$ cat src/rtl/core/swls_pkg.sv
// ----------------------------------------------------------------------------
// Stop-and-wait lossy sender package
// Command and action codes, field widths and reset constants.
// ----------------------------------------------------------------------------
package swls_pkg;

    localparam int WINDOW_DEFAULT = 16;
    localparam int ACCEPT_RESET   = 10;
    localparam int PCT_SCALE      = 100;
    localparam int ACCEPT_W       = 7;
    localparam int LOSS_W         = 5;
    localparam int LOSS_MAX       = 31;

    typedef enum logic [1:0] {
        CMD_SEND    = 2'd0,
        CMD_PDU     = 2'd1,
        CMD_TIMEOUT = 2'd2
    } cmd_t;

    typedef enum logic [1:0] {
        ACT_TRANSMIT = 2'd0,
        ACT_DELIVERED = 2'd1,
        ACT_ABANDONED = 2'd2,
        ACT_IGNORED  = 2'd3
    } action_t;

endpackage

$ cat src/rtl/core/stop_and_wait_lossy_sender.sv
// ----------------------------------------------------------------------------
// Stop-and-wait lossy sender
// One-bit sequence sender that drops timed-out messages while recent loss
// stays under a programmable percentage.
// ----------------------------------------------------------------------------
//  channel   handshake              payload
//  cmd       cmd_valid / cmd_ready  command, is_ack, ack_number
//  res       res_valid / res_ready  action, seq_out, loss_count
//  cfg       cfg_wr_en              cfg_wr_data (accept_loss_percent)
//
//  One word per cycle while cmd_ready is high: each event is decoded and state
//  updated in the cycle it is accepted; its result is registered for res.
//  A two-entry output (result register plus skid register) keeps cmd_ready
//  registered; cmd_ready drops only while both entries hold words.
//  Reset: nothing in flight, expected ack 0, loss window empty, threshold 10%.
// ----------------------------------------------------------------------------
module stop_and_wait_lossy_sender #(
    parameter int WINDOW = swls_pkg::WINDOW_DEFAULT
) (
    input  logic                          clk,
    input  logic                          rst_n,
    input  logic                          cfg_wr_en,
    input  logic [swls_pkg::ACCEPT_W-1:0] cfg_wr_data,
    input  logic                          cmd_valid,
    output logic                          cmd_ready,
    input  logic [1:0]                    command,
    input  logic                          is_ack,
    input  logic                          ack_number,
    output logic                          res_valid,
    input  logic                          res_ready,
    output logic [1:0]                    action,
    output logic                          seq_out,
    output logic [swls_pkg::LOSS_W-1:0]   loss_count
);

    localparam int CntW  = $clog2(WINDOW + 1);
    localparam int ProdW = $clog2(WINDOW) + swls_pkg::ACCEPT_W + 1;
    localparam int SatW  = (CntW > swls_pkg::LOSS_W) ? CntW : swls_pkg::LOSS_W;

    // state
    logic                 expected_ack_reg, expected_ack_next;
    logic                 in_flight_reg, in_flight_next;
    logic [WINDOW-1:0]    window_reg, window_next;
    logic [CntW-1:0]      count_reg, count_next;
    logic [ProdW-1:0]     thresh_reg;

    // output stage
    logic                 out_valid_reg, skid_valid_reg;
    swls_pkg::action_t    out_action_reg, skid_action_reg;
    logic                 out_seq_reg, skid_seq_reg;
    logic [swls_pkg::LOSS_W-1:0] out_loss_reg, skid_loss_reg;

    // decode
    logic                 accept;
    swls_pkg::action_t    act;
    logic                 seq;
    logic                 rec, rec_bit;
    logic                 old_bit;
    logic [CntW-1:0]      count_tmo;
    logic                 abandon;
    logic [SatW-1:0]      count_wide;
    logic [swls_pkg::LOSS_W-1:0] loss_sat;

    assign cmd_ready = !skid_valid_reg;
    assign accept    = cmd_valid && cmd_ready;

    // oldest outcome leaves the window when a new one is recorded
    assign old_bit   = window_reg[WINDOW-1];
    assign count_tmo = CntW'(count_reg + CntW'(1) - CntW'(old_bit));
    // floor(L*100/W) < A  <=>  L*100 < A*W
    assign abandon   = (ProdW'(count_tmo) * ProdW'(swls_pkg::PCT_SCALE)) < thresh_reg;

    always_comb
    begin
        act               = swls_pkg::ACT_IGNORED;
        seq               = 1'b0;
        rec               = 1'b0;
        rec_bit           = 1'b0;
        expected_ack_next = expected_ack_reg;
        in_flight_next    = in_flight_reg;
        case (command)
            swls_pkg::CMD_SEND:
            begin
                if (!in_flight_reg)
                begin
                    act               = swls_pkg::ACT_TRANSMIT;
                    seq               = expected_ack_reg;
                    expected_ack_next = !expected_ack_reg;
                    in_flight_next    = 1'b1;
                end
            end
            swls_pkg::CMD_PDU:
            begin
                if (in_flight_reg)
                begin
                    if (is_ack && (ack_number == expected_ack_reg))
                    begin
                        act            = swls_pkg::ACT_DELIVERED;
                        rec            = 1'b1;
                        in_flight_next = 1'b0;
                    end
                    else
                    begin
                        // wrong ack counts as a loss, plain pdu records nothing
                        act     = swls_pkg::ACT_TRANSMIT;
                        seq     = !expected_ack_reg;
                        rec     = is_ack;
                        rec_bit = 1'b1;
                    end
                end
            end
            swls_pkg::CMD_TIMEOUT:
            begin
                if (in_flight_reg)
                begin
                    rec     = 1'b1;
                    rec_bit = 1'b1;
                    if (abandon)
                    begin
                        act               = swls_pkg::ACT_ABANDONED;
                        expected_ack_next = !expected_ack_reg;
                        in_flight_next    = 1'b0;
                    end
                    else
                    begin
                        act = swls_pkg::ACT_TRANSMIT;
                        seq = !expected_ack_reg;
                    end
                end
            end
            default:
            begin
                act = swls_pkg::ACT_IGNORED;
            end
        endcase
    end

    always_comb
    begin
        window_next = window_reg;
        count_next  = count_reg;
        if (rec)
        begin
            window_next = (window_reg << 1) | WINDOW'(rec_bit);
            count_next  = CntW'(count_reg + CntW'(rec_bit) - CntW'(old_bit));
        end
    end

    assign count_wide = SatW'(count_next);
    assign loss_sat   = (count_wide > SatW'(swls_pkg::LOSS_MAX)) ?
                        swls_pkg::LOSS_W'(swls_pkg::LOSS_MAX) :
                        count_wide[swls_pkg::LOSS_W-1:0];

    always_ff @(posedge clk or negedge rst_n)
    begin
        if (!rst_n)
        begin
            expected_ack_reg <= 1'b0;
            in_flight_reg    <= 1'b0;
            window_reg       <= '0;
            count_reg        <= '0;
            thresh_reg       <= ProdW'(swls_pkg::ACCEPT_RESET * WINDOW);
        end
        else
        begin
            if (cfg_wr_en)
            begin
                thresh_reg <= ProdW'(cfg_wr_data) * ProdW'(WINDOW);
            end
            if (accept)
            begin
                expected_ack_reg <= expected_ack_next;
                in_flight_reg    <= in_flight_next;
                window_reg       <= window_next;
                count_reg        <= count_next;
            end
        end
    end

    // output register with skid
    always_ff @(posedge clk or negedge rst_n)
    begin
        if (!rst_n)
        begin
            out_valid_reg  <= 1'b0;
            skid_valid_reg <= 1'b0;
        end
        else
        begin
            if (!out_valid_reg || res_ready)
            begin
                out_valid_reg  <= skid_valid_reg || accept;
                skid_valid_reg <= 1'b0;
            end
            else if (accept)
            begin
                skid_valid_reg <= 1'b1;
            end
        end
    end

    always_ff @(posedge clk)
    begin
        if (!out_valid_reg || res_ready)
        begin
            if (skid_valid_reg)
            begin
                out_action_reg <= skid_action_reg;
                out_seq_reg    <= skid_seq_reg;
                out_loss_reg   <= skid_loss_reg;
            end
            else if (accept)
            begin
                out_action_reg <= act;
                out_seq_reg    <= seq;
                out_loss_reg   <= loss_sat;
            end
        end
        else if (accept)
        begin
            // hold the waiting word, park the new one
            skid_action_reg <= act;
            skid_seq_reg    <= seq;
            skid_loss_reg   <= loss_sat;
        end
    end

    assign res_valid  = out_valid_reg;
    assign action     = out_action_reg;
    assign seq_out    = out_seq_reg;
    assign loss_count = out_loss_reg;

endmodule

$ cat config.mk
export PLATFORM = sky130hd
export DESIGN_NAME = stop_and_wait_lossy_sender
export DESIGN_NICKNAME = d
export VERILOG_FILES = /design/src/rtl/core/swls_pkg.sv /design/src/rtl/core/stop_and_wait_lossy_sender.sv
export SDC_FILE = /design/constraint.sdc
export NUM_CORES = 1
export LEC_CHECK = 0
export BUFFER_PORTS_ARGS = -buffer_cell sky130_fd_sc_hd__buf_2
export CAP_MARGIN = 20
export CORE_ASPECT_RATIO = 0.75
export CORE_UTILIZATION = 56
export DETAILED_ROUTE_END_ITERATION = 8
export PLACE_DENSITY_LB_ADDON = 0.12
export SLEW_MARGIN = 20
export SYNTH_ARGS = -nofsm -noshare
export SYNTH_HDL_FRONTEND = slang
export SYNTH_SLANG_ARGS = --single-unit
$ cat constraint.sdc
create_clock -name clk -period 8.43 [get_ports clk]
set_input_delay 0.843 -clock clk [delete_from_list [all_inputs] [get_ports clk]]
set_output_delay 0.843 -clock clk [all_outputs]
set_load 0.02 [all_outputs]
### Word level (Yosys, flattened, before mapping)

Index checks and enable logic that the tools add are counted.
W data, S select, Z words.

| storage, ports and cells | value |
|---|---|
| register bits | 48 |
| bits of input ports | 16 |
| output and inout port bits | 10 |
| logic and storage cells | 81 |

| operators by class | value |
|---|---|
| add/sub/neg operators | 4 |
| $mul | 1 |
| order comparisons | 2 |
| equality and inequality tests | 6 |
| multiplexer cells | 36 |
| bitwise operators | 2 |
| reduce and logical (&&, ||, !) cells | 17 |

Operators with widths:

| operator | count |
|---|---|
| $mux W1 | 20 |
| $mux W5 | 4 |
| $or A16 B1 Y16 | 1 |
| $lt A12 B11 Y1 | 1 |
| $mux W2 | 6 |
| $mul A5 B5 Y10 const B | 1 |
| $sub A5 B1 Y5 | 2 |
| $reduce_and A2 Y1 | 4 |
| $ne A2 B2 Y1 const B | 3 |
| $pmux W1 S2 | 3 |
| $pmux W1 S3 | 2 |
| $pmux W2 S3 | 1 |
| $reduce_bool A2 Y1 | 3 |
| $add A5 B1 Y5 | 1 |
| $add A5 B1 Y5 const B | 1 |
| $gt A5 B5 Y1 const B | 1 |
| $reduce_and A5 Y1 | 1 |
| $logic_not A1 Y1 | 3 |
| $reduce_bool A3 Y1 | 1 |
| $eq A2 B1 Y1 const B | 1 |
| $eq A2 B2 Y1 const B | 1 |
| $logic_and A1 B1 Y1 | 2 |
| $logic_not A2 Y1 | 1 |
| $logic_or A1 B1 Y1 | 2 |
| other kinds (2) | 2 |

### Depth between registers and ports, before layout

| depth | value |
|---|---|
| depth after elaboration | 12 |
| mapped depth | 19 |
| mapped depth without buffers | 19 |

### Worst setup path after synthesis

Ideal clock, no wire load.

| timing | value |
|---|---|
| path kind | reg2reg |
| from | register count_reg[0] |
| to | register expected_ack_reg |
| setup time | 0.087 ns |
| arrival time | 3.971 ns |
| data required time | 8.343 ns |
| setup slack | 4.373 ns |
| stages on the path, launching flop included | 17 |
| buffers on the path | 0 |
| clock period less this slack | 4.057 ns |
| cell sequence | dfrtp_1 ha_1 ha_1 a211oi_1 xnor2_1 ha_1 ha_1 ha_1 ha_1 a31oi_1 xnor2_1 ha_1 a21oi_1 and3_1 o21ai_1 or4b_1 o211ai_1 |

| on the way | value |
|---|---|
| longest elaborated chain between the ends | 6 |

Ends and longest elaborated chain:

| element | line | text |
|---|---|---|
| start, declared | stop_and_wait_lossy_sender.sv:44 | `logic [CntW-1:0] count_reg, count_next;` |
| start signal, assigned | stop_and_wait_lossy_sender.sv:175 | `count_reg <= count_next;` |
| $add A5 B1 Y5 | stop_and_wait_lossy_sender.sv:69 | `assign count_tmo = CntW'(count_reg + CntW'(1) - CntW'(old_bit));` |
| $sub A5 B1 Y5 | stop_and_wait_lossy_sender.sv:69 |  |
| $mul A5 B5 Y10 | stop_and_wait_lossy_sender.sv:71 | `assign abandon = (ProdW'(count_tmo) * ProdW'(swls_pkg::PCT_SCALE)) < thresh_reg;` |
| $lt A12 B11 Y1 | stop_and_wait_lossy_sender.sv:71 |  |
| $ne A2 B2 Y1 (no line) | - |  |
| $reduce_and A5 Y1 (no line) | - |  |
| end signal, assigned | stop_and_wait_lossy_sender.sv:172 | `expected_ack_reg <= expected_ack_next;` |
| end, declared | stop_and_wait_lossy_sender.sv:41 | `logic expected_ack_reg, expected_ack_next;` |

No other way between the ends.
A chain may end at the register's enable or synchronous reset.

### Worst setup path in the final report

| timing | value |
|---|---|
| from | register count_reg[3] |
| to | register out_action_reg[1], in the netlist action[1], data pin |

| on the way | value |
|---|---|
| longest elaborated chain between the ends | 9 |

Ends and longest elaborated chain:

| element | line | text |
|---|---|---|
| $add A5 B1 Y5 | stop_and_wait_lossy_sender.sv:69 |  |
| $sub A5 B1 Y5 | stop_and_wait_lossy_sender.sv:69 |  |
| $mul A5 B5 Y10 | stop_and_wait_lossy_sender.sv:71 |  |
| $lt A12 B11 Y1 | stop_and_wait_lossy_sender.sv:71 |  |
| $mux W2 | stop_and_wait_lossy_sender.sv:118 | `if (abandon)` |
| $mux W2 | stop_and_wait_lossy_sender.sv:114 | `if (in_flight_reg)` |
| $pmux W2 S3 | stop_and_wait_lossy_sender.sv:81 | `case (command)` |
| $mux W2 | stop_and_wait_lossy_sender.sv:212 | `else if (accept)` |
| $mux W2 | stop_and_wait_lossy_sender.sv:206 | `if (skid_valid_reg)` |
| end signal, assigned | stop_and_wait_lossy_sender.sv:208 | `out_action_reg <= skid_action_reg;` |
| end signal, assigned | stop_and_wait_lossy_sender.sv:214 | `out_action_reg <= act;` |
| end, declared | stop_and_wait_lossy_sender.sv:49 | `swls_pkg::action_t out_action_reg, skid_action_reg;` |

No other way between the ends. The select of a mux whose other input is x is not followed.

==> run summary <==
The first global-routing pass estimated 7.99 mm of wire. In the final timing run, aggregate negative setup slack is 0 ns. Port buffering added 25 buffers. The via count of the first global-routing pass was 1681. In this run the most critical hold path is launched from window_reg[5]. The final critical path takes up 51.9% of the cycle.

26 I/O pins were placed. The startpoint kind of the worst setup timing path was a register. In this run, post-CTS hold repair placed 0 buffers. CTS saw 48 sinks.

Including well taps, the total number of placed cells is 332. The tools report the max-capacitance violation count as 0. The floorplan step set the die width to 84.4 um. The flip-flop count of the largest register after layout is 16.

The logs give 0 for the number of diodes added for antenna fixing and 0 for the number of antenna violations at the first check in global routing. Once layout is complete, the cells apart from fillers number 340. Count of endpoints failing hold in the final timing report: 0. In the synthesized netlist the dominant register cell turns out to be sky130_fd_sc_hd__dfrtp_1. At the worst endpoint, the arrival time is 4.44 ns. The end of the worst register-to-register path is action[1]. HPWL after detailed placement: 3.42 mm. The ratio of cells with drive above 1 in the final layout works out to 23.2%.

For this run the aggregate overflow at the end of global routing stands at 0. The clock tree synthesis step divided the H-tree into 2 levels. In this run, CTS created clock tree buffers numbering 5.

The logs give 2 for the maximum root-to-sink buffer count and 45 for the distinct cell type count of the synthesized netlist. The cell count after synthesis came out at 255. In the post-route analysis, the smallest setup slack over all paths is 4.06 ns.

The remaining routing DRC violations was 4. The largest total area in the synthesized netlist belongs to sky130_fd_sc_hd__dfrtp_1. The final reports fail on design-rule violations.

Prior to clock tree synthesis, the placed netlist has a worst setup slack of 4.10 ns. Gates resized during post-CTS repair numbered 0. The cell that appears most often on the critical path is sky130_fd_sc_hd__ha_1. Routability-driven placement finished with a final weighted congestion of 0.794.

On the final layout, the worst hold slack is 0.511 ns. Sequential elements use 45.0% of the synthesized area. After synthesis the netlist holds a flip-flop and latch count of 48. The worst min-delay path class is reg2reg. The area enclosed by the die boundary came out at 5380 um2. The number of flops mapped to enable cells by yosys came out at 16. The maximum number of pins on one net before global-route repair was 33. The critical path in this run is classified as reg2reg.

The average wire length per cell after detail routing was 13.7 um. Clock latency on the worst-skew pair, taken at its later pin, is 0.31 ns. The detailed router finished its first iteration with 74 violations.

The total area inside the core boundary comes to 4900 um2. The final clock skew is 0.00533 ns, and the final count of pins violating max slew is 0. In this run the vertical extent of the chip is 63.8 um. Using the TritonRoute via totals, the vias-per-cell ratio works out to 5.39. The flow ran to the end, but the final reports show violations. The post-layout minimum cycle time works out to 4.37 ns. The slowest stage of the critical path belongs to the cell sky130_fd_sc_hd__dfrtp_1.

The buffer count from post-CTS setup fixing is 0. For the pin with the worst max-slew slack, the measured transition is 0.974 ns. The number of cells on the worst reg-to-reg path is 16.

Row generation in the floorplan step produced 22 rows. The initial utilization of the core area, before any placement, comes to 58.2%. Setup violations remaining at the end of the flow were counted as 0. For the worst endpoint required time, the log shows 8.50 ns. The mapped netlist covers 2850 um2. Global routing consumed, over all layers together, 19.3% of the routing resources. The Yosys step of the flow raised 0 warnings.

The buffer type at the clock tree root is sky130_fd_sc_hd__clkbuf_8. On the worst path, the slowest cell contributes a delay of 0.48 ns. Traced cell by cell, the critical path runs through inv_1 > ha_1 > a211oi_1 > xnor2_1 > ha_1 > ha_1 > ha_1 > ha_1 > a31oi_1 > xnor2_1 > ha_1 > nand4_1 > and3_1 > o21ai_1 > nor3b_2 > o32a_2. Derived from the worst setup path, the maximum achievable clock frequency is 0.229 GHz. A synthesized cell averages 11.2 um2.

The tools report the capture endpoint of the worst hold path as window_reg[6]. The tools report the remaining max-slew budget at the tightest pin as 35.1%. STA classifies the critical path endpoint as a register. The number of nets in the synthesized netlist is 307, and the remaining antenna violation count is 0. The hold-critical path depth was 1; the clock-pin slew on the worst setup and hold paths was 0.09 ns. The synthesized design devotes to its leading area cell type 26.3% of total area. For the total number of nets in the final design, the log shows 331. The area growth from synthesis to layout is 10.5%. Wires add up to 4.64 mm. TritonCTS built the clock tree.

By area the synthesized netlist is led by sky130_fd_sc_hd__dfrtp_1 (26%), sky130_fd_sc_hd__edfxtp_1 (17%), sky130_fd_sc_hd__ha_1 (15%), sky130_fd_sc_hd__mux2_2 (9.1%), sky130_fd_sc_hd__xnor2_1 (3.4%). The fraction of registers with async set or reset after synthesis was 66.7%; the number of vias in the routed layout was 1834. Setup repair after global routing left no endpoint under its margin.

In this run the register-to-register setup slack is 4.06 ns. The run gives 6 as the iteration count of the initial detailed-routing pass. In this run the worst path has a maximum fanout of 7.

The startpoint of the lowest-slack register-to-register path is count_reg[3].
per-stage QoR:
stage | cell area (um2) | util (%)
6_report | 3150 | 64.3
5_1_grt | 3150 | 64.3
3_5_place_dp | 3010 | 61.5
3_3_place_gp | 3010 | 61.5
2_1_floorplan | 2850 | -
4_1_cts | 3150 | 64.3
synth_stat cells, types with 3 or more instances:
cell type,count
sky130_fd_sc_hd__ha_1,34
sky130_fd_sc_hd__dfrtp_1,30
sky130_fd_sc_hd__mux2_2,23
sky130_fd_sc_hd__inv_1,20
sky130_fd_sc_hd__nand2_1,17
sky130_fd_sc_hd__edfxtp_1,16
sky130_fd_sc_hd__nor2_1,14
sky130_fd_sc_hd__a21oi_1,12
sky130_fd_sc_hd__o21ai_0,12
sky130_fd_sc_hd__xnor2_1,11
sky130_fd_sc_hd__nand2b_1,5
sky130_fd_sc_hd__nor2b_1,5
sky130_fd_sc_hd__buf_2,4
sky130_fd_sc_hd__a21o_1,3
sky130_fd_sc_hd__and2_1,3
sky130_fd_sc_hd__clkbuf_1,3
sky130_fd_sc_hd__o21a_1,3
sky130_fd_sc_hd__xor2_1,3
cells by family after synthesis:
logic type | synth area share, %
muxes | 9.43
DFF | 45.0
xor gates and xnor gates | 4.30
and+or+nand+nor | 11.0
adders and majority gates | 16.3
AOI/OAI and AO/OA | 9.83
buffers and inverters | 4.12
metal layers:
metal	wire (um)	part of all wire [%]	GRT usage, %
met3	156	3.4	5.94
met2	2020	43	28.6
met1	2410	52	27.4
met5	0	0	0
met4	55	1.2	5.72
area by class of cell:
| type | count | area, um2 |
|---|---|---|
| fill | 382 | 1750 |
| inverter | 21 | 78.8 |
| tap | 60 | 75.1 |
| multi-input combinational | 178 | 1450 |
| clock buffer | 5 | 68.8 |
| sequential | 48 | 1280 |
| timing repair buffer | 25 | 125 |
| clock inverter | 3 | 68.8 |
worst max-delay path, delay by kind of cell (launching register included):
family	cells	cell delay, ns
buf+inv	1	0.09
flops	1	0.48
compound gates	4	1.07
fa+ha+maj	6	1.80
xor+xnor	2	0.32
simple gates	3	0.38
worst max-delay path by stage:
stage               depth (start not counted)  slack, ns               end      startpoint
finish                                     16       4.06         action[1]    count_reg[3]
global route                               16       3.69         action[1]    count_reg[3]
CTS                                        17       4.04         action[1]  window_reg[15]
detailed placement                         16       4.10         action[1]    count_reg[0]
global placement                           16       4.21         action[1]    count_reg[0]
floorplan                                  16       4.37  expected_ack_reg    count_reg[0]
cells in the final DEF (no fill, tap or decap), types with 2 or more instances in the layout:
master / n
sky130_fd_sc_hd__dfstp_2: 2
sky130_fd_sc_hd__a31oi_1: 2
sky130_fd_sc_hd__mux2_2: 23
sky130_fd_sc_hd__xnor2_1: 11
sky130_fd_sc_hd__o211ai_1: 2
sky130_fd_sc_hd__o21ai_0: 12
sky130_fd_sc_hd__dfrtp_1: 30
sky130_fd_sc_hd__buf_2: 25
sky130_fd_sc_hd__nand2b_1: 5
sky130_fd_sc_hd__bufinv_16: 2
sky130_fd_sc_hd__nor2b_1: 5
sky130_fd_sc_hd__o21a_1: 3
sky130_fd_sc_hd__and2_1: 3
sky130_fd_sc_hd__nor3_1: 2
sky130_fd_sc_hd__fa_1: 2
sky130_fd_sc_hd__clkbuf_8: 5
sky130_fd_sc_hd__nand4_1: 2
sky130_fd_sc_hd__a21o_1: 3
sky130_fd_sc_hd__nand3_1: 2
sky130_fd_sc_hd__nor2_1: 14
sky130_fd_sc_hd__nand2_1: 17
sky130_fd_sc_hd__and3_1: 2
sky130_fd_sc_hd__a21oi_1: 12
sky130_fd_sc_hd__ha_1: 34
sky130_fd_sc_hd__or4b_2: 2
sky130_fd_sc_hd__o31ai_1: 2
sky130_fd_sc_hd__inv_1: 20
sky130_fd_sc_hd__edfxtp_1: 16
sky130_fd_sc_hd__xor2_1: 3
Power is left out: the tool's default activity adds up to more than one toggle a clock period on the data nets, which glitch-free logic cannot reach.
